`config.mk`:
```
export PLATFORM = sky130hd
export DESIGN_NAME = color_matrix_transform_unit_flat
export DESIGN_NICKNAME = d
export VERILOG_FILES = /design/src/sv/cmt_pkg.sv /design/src/sv/cmt_ifs.sv /design/src/sv/cmt_channel.sv /design/src/sv/color_matrix_transform_unit.sv /design/src/flat_wrapper.sv
export VERILOG_INCLUDE_DIRS = /design/src /design/src/sv
export SDC_FILE = /design/constraint.sdc
export NUM_CORES = 2
export LEC_CHECK = 0
export BUFFER_PORTS_ARGS = -buffer_cell sky130_fd_sc_hd__buf_2
export CAP_MARGIN = 20
export CORE_UTILIZATION = 25
export CTS_CLUSTER_DIAMETER = 120
export CTS_CLUSTER_SIZE = 14
export DETAILED_ROUTE_END_ITERATION = 12
export HOLD_SLACK_MARGIN = 0.1
export PLACE_DENSITY = 0.49
export SETUP_SLACK_MARGIN = 0.15
export SYNTH_ARGS = -nofsm -noshare
export SYNTH_HDL_FRONTEND = slang
export SYNTH_SLANG_ARGS = --single-unit
```
`constraint.sdc`:
```
create_clock -name clk -period 13.6 [get_ports clk]
set_clock_uncertainty 0.15 [all_clocks]
set_input_delay 0 -clock clk [delete_from_list [all_inputs] [get_ports clk]]
set_output_delay 0 -clock clk [all_outputs]
set_load 0.05 [all_outputs]
```
`src/sv/color_matrix_transform_unit_macros.svh`:
```
// assertion macros for the color matrix transform unit
`ifndef COLOR_MATRIX_TRANSFORM_UNIT_MACROS_SVH
`define COLOR_MATRIX_TRANSFORM_UNIT_MACROS_SVH

// antecedent in this cycle, consequent in the next
`define CMT_ASSERT_NEXT(label, ante, cons) \
  label: assert property (@(posedge clk) disable iff (rst) (ante) |=> (cons)) \
    else $error("color matrix transform: next-cycle check failed");

// antecedent and consequent in the same cycle
`define CMT_ASSERT_SAME(label, ante, cons) \
  label: assert property (@(posedge clk) disable iff (rst) (ante) |-> (cons)) \
    else $error("color matrix transform: same-cycle check failed");

`endif

```
`src/sv/cmt_pkg.sv`:
```
// shared constants and types for the color matrix transform unit
package cmt_pkg;

  localparam int PIX_W     = 8;
  localparam int ROW_W     = 64;
  localparam int SLOT_W    = 16;
  localparam int CFG_IDX_W = 2;
  localparam int CHAN_MAX  = 255;
  localparam int NSTAGE    = 5;

  // slot positions inside a row register
  localparam int SLOT_OFFSET = 0;
  localparam int SLOT_RED    = 1;
  localparam int SLOT_GREEN  = 2;
  localparam int SLOT_BLUE   = 3;

  // configuration register indexes
  localparam logic [CFG_IDX_W-1:0] REG_RED_ROW   = 2'd0;
  localparam logic [CFG_IDX_W-1:0] REG_GREEN_ROW = 2'd1;
  localparam logic [CFG_IDX_W-1:0] REG_BLUE_ROW  = 2'd2;

  // identity matrix, zero offsets
  localparam logic [ROW_W-1:0] RED_ROW_RESET   = 64'h0000_0000_00FF_0000;
  localparam logic [ROW_W-1:0] GREEN_ROW_RESET = 64'h0000_00FF_0000_0000;
  localparam logic [ROW_W-1:0] BLUE_ROW_RESET  = 64'h00FF_0000_0000_0000;

  // per-stage load enables for the channel datapath
  typedef struct packed {
    logic s2;
    logic s3;
    logic s4;
    logic s5;
  } cmt_adv_t;

endpackage

```
`src/sv/cmt_ifs.sv`:
```
// valid/ready channel interfaces for pixels in and results out
interface cmt_in_if;
  logic                      valid;
  logic                      ready;
  logic [cmt_pkg::PIX_W-1:0] red_in;
  logic [cmt_pkg::PIX_W-1:0] green_in;
  logic [cmt_pkg::PIX_W-1:0] blue_in;
  logic [cmt_pkg::PIX_W-1:0] alpha_in;

  modport source (output valid, red_in, green_in, blue_in, alpha_in, input ready);
  modport sink (input valid, red_in, green_in, blue_in, alpha_in, output ready);
endinterface

interface cmt_out_if;
  logic                      valid;
  logic                      ready;
  logic [cmt_pkg::PIX_W-1:0] red_out;
  logic [cmt_pkg::PIX_W-1:0] green_out;
  logic [cmt_pkg::PIX_W-1:0] blue_out;
  logic [cmt_pkg::PIX_W-1:0] alpha_out;

  modport source (output valid, red_out, green_out, blue_out, alpha_out, input ready);
  modport sink (input valid, red_out, green_out, blue_out, alpha_out, output ready);
endinterface

```
`src/sv/cmt_channel.sv`:
```
// one output channel: dot product, divide by 255 toward zero, offset and clamp
module cmt_channel #(
  parameter int COEF_WIDTH = 16
) (
  input  logic                          clk,
  input  cmt_pkg::cmt_adv_t             adv,
  input  logic [cmt_pkg::ROW_W-1:0]     row,
  input  logic [cmt_pkg::PIX_W-1:0]     red,
  input  logic [cmt_pkg::PIX_W-1:0]     green,
  input  logic [cmt_pkg::PIX_W-1:0]     blue,
  output logic [cmt_pkg::PIX_W-1:0]     chan_out
);

  localparam int PW   = COEF_WIDTH + cmt_pkg::PIX_W + 1;  // one product
  localparam int DW   = PW + 1;                           // dot product, signed
  localparam int MW   = PW;                               // dot magnitude
  localparam int S    = MW + 1;                           // reciprocal shift
  localparam int RW   = S - 7;
  localparam int QW   = MW - 7;
  localparam int SUMW = QW + 3;
  localparam logic [RW-1:0] RECIP = RW'((64'd1 << S) / 64'd255);

  logic signed [COEF_WIDTH-1:0] off_c, red_c, green_c, blue_c;
  logic signed [cmt_pkg::PIX_W:0] red_s, green_s, blue_s;

  assign off_c   = row[cmt_pkg::SLOT_W*cmt_pkg::SLOT_OFFSET +: COEF_WIDTH];
  assign red_c   = row[cmt_pkg::SLOT_W*cmt_pkg::SLOT_RED    +: COEF_WIDTH];
  assign green_c = row[cmt_pkg::SLOT_W*cmt_pkg::SLOT_GREEN  +: COEF_WIDTH];
  assign blue_c  = row[cmt_pkg::SLOT_W*cmt_pkg::SLOT_BLUE   +: COEF_WIDTH];
  assign red_s   = $signed({1'b0, red});
  assign green_s = $signed({1'b0, green});
  assign blue_s  = $signed({1'b0, blue});

  // stage 2: products
  logic signed [PW-1:0] prod_r, prod_g, prod_b;

  always_ff @(posedge clk) begin
    if (adv.s2) begin
      prod_r <= PW'(red_c * red_s);
      prod_g <= PW'(green_c * green_s);
      prod_b <= PW'(blue_c * blue_s);
    end
  end

  // stage 3: dot product as sign and magnitude
  logic signed [DW-1:0] dot;
  logic signed [DW-1:0] dot_abs;
  logic [MW-1:0]        mag3;
  logic                 neg3;

  assign dot     = DW'(prod_r) + DW'(prod_g) + DW'(prod_b);
  assign dot_abs = dot[DW-1] ? -dot : dot;

  always_ff @(posedge clk) begin
    if (adv.s3) begin
      mag3 <= dot_abs[MW-1:0];
      neg3 <= dot[DW-1];
    end
  end

  // stage 4: quotient estimate by reciprocal, low by at most one
  logic [MW+RW-1:0] prod_q;
  logic [QW-1:0]    q4;
  logic [MW-1:0]    mag4;
  logic             neg4;

  assign prod_q = (MW+RW)'(mag3) * (MW+RW)'(RECIP);

  always_ff @(posedge clk) begin
    if (adv.s4) begin
      q4   <= prod_q[S +: QW];
      mag4 <= mag3;
      neg4 <= neg3;
    end
  end

  // stage 5: correct quotient, restore sign, add offset, clamp
  logic [MW:0]            q255;
  logic [MW:0]            rem;
  logic [QW:0]            qfix;
  logic signed [SUMW-1:0] qmag;
  logic signed [SUMW-1:0] qsig;
  logic signed [SUMW-1:0] sum;
  logic [cmt_pkg::PIX_W-1:0] chan_next;

  assign q255 = {q4, 8'd0} - (MW+1)'(q4);
  assign rem  = (MW+1)'(mag4) - q255;
  assign qfix = (QW+1)'(q4) + (QW+1)'(rem >= (MW+1)'(cmt_pkg::CHAN_MAX));
  assign qmag = $signed(SUMW'(qfix));
  assign qsig = neg4 ? -qmag : qmag;
  assign sum  = SUMW'(off_c) + qsig;

  always_comb begin
    if (sum < 0) begin
      chan_next = '0;
    end else if (sum > $signed(SUMW'(cmt_pkg::CHAN_MAX))) begin
      chan_next = cmt_pkg::PIX_W'(cmt_pkg::CHAN_MAX);
    end else begin
      chan_next = sum[cmt_pkg::PIX_W-1:0];
    end
  end

  always_ff @(posedge clk) begin
    if (adv.s5) begin
      chan_out <= chan_next;
    end
  end

endmodule

```
`src/sv/color_matrix_transform_unit.sv`:
```
// top level: 3x3 color matrix with offsets, divide by 255, clamp, alpha pass-through
// throughput: one pixel per cycle unless the result side stalls, set by the
// five-stage pipeline of each channel (input register, multiply, dot sum,
// reciprocal multiply, correct/offset/clamp)
// a stall on the result side holds each full stage; empty stages still fill
// reset clears all valid bits and loads the identity matrix with zero offsets
`include "color_matrix_transform_unit_macros.svh"

module color_matrix_transform_unit #(
  parameter int COEF_WIDTH = 16
) (
  input  logic                              clk,
  input  logic                              rst,
  input  logic                              cfg_we,
  input  logic [cmt_pkg::CFG_IDX_W-1:0]     cfg_index,
  input  logic [cmt_pkg::ROW_W-1:0]         cfg_data,
  cmt_in_if.sink                            pixel,
  cmt_out_if.source                         result
);

  localparam int NS = cmt_pkg::NSTAGE;

  logic [cmt_pkg::ROW_W-1:0] red_row, green_row, blue_row;

  always_ff @(posedge clk) begin
    if (rst) begin
      red_row   <= cmt_pkg::RED_ROW_RESET;
      green_row <= cmt_pkg::GREEN_ROW_RESET;
      blue_row  <= cmt_pkg::BLUE_ROW_RESET;
    end else if (cfg_we) begin
      unique case (cfg_index)
        cmt_pkg::REG_RED_ROW:   red_row   <= cfg_data;
        cmt_pkg::REG_GREEN_ROW: green_row <= cfg_data;
        cmt_pkg::REG_BLUE_ROW:  blue_row  <= cfg_data;
        default: ;
      endcase
    end
  end

  // pipeline control: a stage loads when it is empty or its successor moves
  logic [NS-1:0] vld;
  logic [NS-1:0] adv;
  cmt_pkg::cmt_adv_t adv_s;

  always_comb begin
    adv[NS-1] = !vld[NS-1] || result.ready;
    for (int k = NS - 2; k >= 0; k--) begin
      adv[k] = !vld[k] || adv[k+1];
    end
  end

  assign adv_s = '{s2: adv[1], s3: adv[2], s4: adv[3], s5: adv[4]};

  always_ff @(posedge clk) begin
    if (rst) begin
      vld <= '0;
    end else begin
      if (adv[0]) begin
        vld[0] <= pixel.valid;
      end
      for (int k = 1; k < NS; k++) begin
        if (adv[k]) begin
          vld[k] <= vld[k-1];
        end
      end
    end
  end

  assign pixel.ready  = adv[0];
  assign result.valid = vld[NS-1];

  // stage 1 input register and alpha delay line
  logic [cmt_pkg::PIX_W-1:0] red1, green1, blue1;
  logic [cmt_pkg::PIX_W-1:0] alpha_pipe [NS];

  always_ff @(posedge clk) begin
    if (adv[0]) begin
      red1          <= pixel.red_in;
      green1        <= pixel.green_in;
      blue1         <= pixel.blue_in;
      alpha_pipe[0] <= pixel.alpha_in;
    end
    for (int k = 1; k < NS; k++) begin
      if (adv[k]) begin
        alpha_pipe[k] <= alpha_pipe[k-1];
      end
    end
  end

  assign result.alpha_out = alpha_pipe[NS-1];

  cmt_channel #(.COEF_WIDTH(COEF_WIDTH)) u_red (
    .clk      (clk),
    .adv      (adv_s),
    .row      (red_row),
    .red      (red1),
    .green    (green1),
    .blue     (blue1),
    .chan_out (result.red_out)
  );

  cmt_channel #(.COEF_WIDTH(COEF_WIDTH)) u_green (
    .clk      (clk),
    .adv      (adv_s),
    .row      (green_row),
    .red      (red1),
    .green    (green1),
    .blue     (blue1),
    .chan_out (result.green_out)
  );

  cmt_channel #(.COEF_WIDTH(COEF_WIDTH)) u_blue (
    .clk      (clk),
    .adv      (adv_s),
    .row      (blue_row),
    .red      (red1),
    .green    (green1),
    .blue     (blue1),
    .chan_out (result.blue_out)
  );

  // a transaction always lands in the input stage
  `CMT_ASSERT_NEXT(a_accept_fills_input, pixel.valid && pixel.ready, vld[0])
  // a moving product stage never drops its item
  `CMT_ASSERT_NEXT(a_stage_moves, vld[1] && adv[2], vld[2])
  // pipeline comes out of reset empty
  `CMT_ASSERT_SAME(a_empty_after_reset, $past(rst), vld == '0)

endmodule

```
`src/flat_wrapper.sv`:
```
// flat-port wrapper written by rule: the top's interface ports become plain ports
module color_matrix_transform_unit_flat 
#(
  parameter int COEF_WIDTH = 16
)
  (clk, rst, cfg_we, cfg_index, cfg_data, pixel_valid, pixel_red_in, pixel_green_in, pixel_blue_in, pixel_alpha_in, pixel_ready, result_valid, result_red_out, result_green_out, result_blue_out, result_alpha_out, result_ready);
  cmt_in_if pixel_i ();
  cmt_out_if result_i ();
  input  logic clk;
  input  logic rst;
  input  logic cfg_we;
  input  logic [cmt_pkg::CFG_IDX_W-1:0] cfg_index;
  input  logic [cmt_pkg::ROW_W-1:0] cfg_data;
  input wire logic [$bits(pixel_i.valid)-1:0] pixel_valid;
  input wire logic [$bits(pixel_i.red_in)-1:0] pixel_red_in;
  input wire logic [$bits(pixel_i.green_in)-1:0] pixel_green_in;
  input wire logic [$bits(pixel_i.blue_in)-1:0] pixel_blue_in;
  input wire logic [$bits(pixel_i.alpha_in)-1:0] pixel_alpha_in;
  output wire logic [$bits(pixel_i.ready)-1:0] pixel_ready;
  output wire logic [$bits(result_i.valid)-1:0] result_valid;
  output wire logic [$bits(result_i.red_out)-1:0] result_red_out;
  output wire logic [$bits(result_i.green_out)-1:0] result_green_out;
  output wire logic [$bits(result_i.blue_out)-1:0] result_blue_out;
  output wire logic [$bits(result_i.alpha_out)-1:0] result_alpha_out;
  input wire logic [$bits(result_i.ready)-1:0] result_ready;
  assign pixel_i.valid = pixel_valid;
  assign pixel_i.red_in = pixel_red_in;
  assign pixel_i.green_in = pixel_green_in;
  assign pixel_i.blue_in = pixel_blue_in;
  assign pixel_i.alpha_in = pixel_alpha_in;
  assign pixel_ready = pixel_i.ready;
  assign result_valid = result_i.valid;
  assign result_red_out = result_i.red_out;
  assign result_green_out = result_i.green_out;
  assign result_blue_out = result_i.blue_out;
  assign result_alpha_out = result_i.alpha_out;
  assign result_i.ready = result_ready;
  color_matrix_transform_unit #(.COEF_WIDTH(COEF_WIDTH)) u_core (.clk(clk), .rst(rst), .cfg_we(cfg_we), .cfg_index(cfg_index), .cfg_data(cfg_data), .pixel(pixel_i), .result(result_i));
endmodule
```
==> summary.txt <==
Die
  • Die area: 0.352 mm2
  • Die height: 593 um
  • Initial core utilization: 25.2%
  • Die extent in x: 593 um
  • Top Ports: 137
  • Row cnt: 216
  • Core Region: 0.347 mm2

Power and ir drop
  • Leak: 0.0462 uW
  • Max VDD drop: 137 uV
  • PwrDens: 207 mW/mm2

Clock tree
  • Total CTS buffers: 66
  • Worst-Skew Late Latency: 0.73 ns
  • Root buf cell: clkbuf_16
  • Post_cts resized: 0
  • H-tree lvl count: 3
  • Sinks on the clock net: 720
  • Clock transition at the registers of the reported paths: 0.08 ns
  • CTS tree: done
  • Longest Clk Path Bufs: 3

Global routing
  • Vias in the first global route: 62,900
  • Met2 Track Usage GR: 22.1%
  • GRT Max-Usage Layer: met2
  • GRT Util Overall: 13.6%
  • GRT met1 Usage: 19.0%
  • Initial antenna violation count: 19
  • Largest net degree at the start of global routing: 77
  • First-pass GRT wire length: 371 mm
  • GR met3 Demand/Resource: 1.76%
  • GRT Residual Overflow: 0

Drt
  • # DRC: 0
  • Vias per cell: 4.42
  • Routed WL: 237 mm
  • DRT antenna net count: 0
  • Wire per inst: 16.7 um
  • DR vias: 62,600
  • Initial drt markers: 3,848
  • Detailed Routing Iterations Pass 1: 6

Synthesis
  • Avg Inst Size Synth: 9.34 um2
  • Netlist Area Pre-Place: 0.0874 mm2
  • Mapped Cells: 9,354
  • Number of distinct library cells after synthesis: 97
  • Synth area leader: fa_1
  • Top-area cell type share of the netlist area: 24.1%
  • Asr flop ratio synth: 0%
  • Synth warn: 0
  • Top_reg_cell synth: edfxtp_1
  • Most area-consuming cells after synthesis: fa_1 (24%), edfxtp_1 (18%), ha_1 (14%), inv_1 (7.2%), and2_1 (5.3%)
  • Seq/Total Area, Yosys: 22.5%
  • Syn_nets: 11,500
  • Number of synthesized flops with an enable pin: 523
  • Flops & latches, synth: 720

Timing
  • Peak Freq: 106 MHz
  • Endpoints failing setup: 0
  • Final Cycle Share: 69.3%
  • Fin. max-slew vios: 0
  • TNS Setup: 0 ns
  • Relative slew slack: 25.2%
  • Unrepaired setup endpoints after global routing: false
  • Final WS setup: 4.18 ns
  • Post-layout minimum cycle time: 9.42 ns
  • Final Hold Viols: 0
  • Slew of the pin with the lowest slew margin: 1.12 ns

Layout
  • Seq. cell area: 0.0196 mm2
  • Final Non-Filler Cells: 14,200
  • Nets: 11,700
  • Layout cell share with drive strength beyond 1: 3.60%
  • Number of fill cells: 37,100
  • Area grow syn2layout: 11.4%
  • Area of the multi-input gates: 0.0604 mm2

Place
  • Dpl cells: 13,800
  • Worst slack, placed: 4.13 ns
  • Detailed Place HPWL: 187 mm
  • Placer congestion estimate: 0.840
  • Port Buf Inserts: 136

Worst setup path
  • Crit-path most repeated cell: ha_1
  • Critical path data required time: 13.94 ns
  • Crit path max-delay cell type: or4_1
  • CP Launch Type: flop
  • Worst-path fanout max: 7
  • Critical path endpoint category: flop
  • Setup CP Type: reg -> reg
  • Max stage delay on crit path: 0.54 ns
  • Critical Path AT: 9.76 ns

Run status
  • Status: finished, final reports clean

Hold path
  • Hold Crit Class: in -> reg

Run
  • Number of max-cap violations: 0
cell families after synthesis:
group | Yosys count | synth area share (%)
compound gates | 1337 | 9.69
buf+inv | 1967 | 8.51
fa+ha+maj | 2043 | 38.3
mux | 20 | 0.235
flops | 720 | 22.5
simple gates | 2741 | 15.5
xor+xnor | 526 | 5.29
path summary, 6_finish.rpt:
| check | depth (start not counted) | startpoint | to | slack [ns] |
|---|---|---|---|---|
| worst max-delay path | 34 | u_core.u_red.q4[17] | u_core.u_red.chan_out[4] | 4.18 |
| worst min-delay path | 4 | cfg_data[32] | u_core.green_row[32] | 0.15 |
| worst max register to register | 34 | u_core.u_red.q4[17] | u_core.u_red.chan_out[4] | 4.18 |
| worst min register to register | 0 | u_core.alpha_pipe[0][30] | u_core.alpha_pipe[0][38] | 0.24 |
cell usage in the layout, fill, tap and decap left out, types with 32 or more instances in the layout:
cell type / synthesis / final
and3_1: 50 / 50
fa_1: 1050 / 1050
edfxtp_1: 523 / 523
o21ai_0: 236 / 236
o21a_1: 77 / 77
buf_4: 9 / 44
nand3b_1: 38 / 38
nor2_1: 306 / 306
a31oi_1: 40 / 40
dlygate4sd3_1: 0 / 211
clkbuf_16: 0 / 67
xor2_1: 136 / 136
a211oi_1: 43 / 43
o31ai_1: 32 / 32
a21oi_1: 483 / 483
inv_1: 1677 / 1676
nand2_1: 1070 / 1068
nand2b_1: 64 / 64
nor3_1: 117 / 117
buf_2: 8 / 136
dfxtp_1: 197 / 197
xnor2_1: 388 / 386
ha_1: 993 / 993
or3_1: 42 / 42
clkbuf_1: 240 / 36
o21bai_1: 36 / 36
nand3_1: 108 / 107
a21o_1: 110 / 110
and2_1: 744 / 744
nor2b_1: 64 / 64
power by group:
part / internal, uW / switching (uW) / total (uW) / leakage, uW
logic: 5780 / 8310 / 14100 / 0.0378
clock network: 956 / 1010 / 1970 / 0.000985
registers: 3410 / 688 / 4100 / 0.00738
total: 10200 / 10000 / 20200 / 0.0462
layer usage:
metal | wire (um) | share of wire [%] | up-vias
met3 | 9810 | 4.1 | 212
met4 | 5810 | 2.5 | 8
met2 | 107000 | 45 | 1034
li1 | - | - | 30600
met1 | 114000 | 48 | 30800
met5 | 57 | 0.024 | -
cell usage after synthesis, drive strengths merged, types with 17 or more instances:
cell     number
nand2b       64
ha          993
or3          42
o21bai       36
o22ai        18
dfxtp       197
clkbuf      240
o2111ai      17
nand2      1070
buf          49
a211o        17
and2        744
nand3b       38
nand4        30
o211ai       21
edfxtp      523
nor4         26
fa         1050
nand3       108
a21oi       485
a211oi       47
a31oi        40
xor2        137
xnor2       389
inv        1678
o31ai        32
nor3        118
nor2        306
and3         50
o21ai       257
a21o        110
a21boi       22
o21a         78
or2          33
nor2b        64
a2111oi      24
flip-flops by register name, indices dropped and copies added (netlist names), 40 cells and up:
signal             flops
u_core.blue_row       64
u_core.green_row      64
u_core.red_row        64
u_core.alpha_pipe     40
stage by stage:
stage | utilization, % | hold slack, ns | total power, uW | area [um2]
after global routing | 28.0 | 0.130 | 22300 | 97300
after global placement | 26.8 | 0.0290 | 18200 | 93100
final | 28.0 | 0.149 | 20200 | 97300
after detailed placement | 26.8 | 0.0282 | 18100 | 93100
after CTS | 28.0 | 0.105 | 20300 | 97300
after floorplan | - | -0.0511 | 14300 | 87400
worst max-delay path: cells and delay by family (launching register included):
family | cells | cell delay (ns)
compound gates | 16 | 3.72
flops | 1 | 0.48
xor+xnor | 1 | 0.16
fa+ha+maj | 5 | 1.75
simple gates | 9 | 2.63
buf+inv | 3 | 0.28
repair_timing:
| item | in CTS | in global routing |
|---|---|---|
| hold endpoints to repair | 265 | 0 |
| setup buffers | 0 | 0 |
| hold buffers | 212 | 0 |
layout make-up:
class | count | share of cell area [%]
inverter | 1678 | 6.47
clock buffer | 104 | 1.88
antenna | 10 | 0.0257
multi-input combinational | 6667 | 62.0
timing repair buffer | 393 | 3.24
clock inverter | 18 | 0.279
sequential | 720 | 20.2
tap | 4578 | 5.89
No activity file was read; power rests on OpenSTA's default activity.
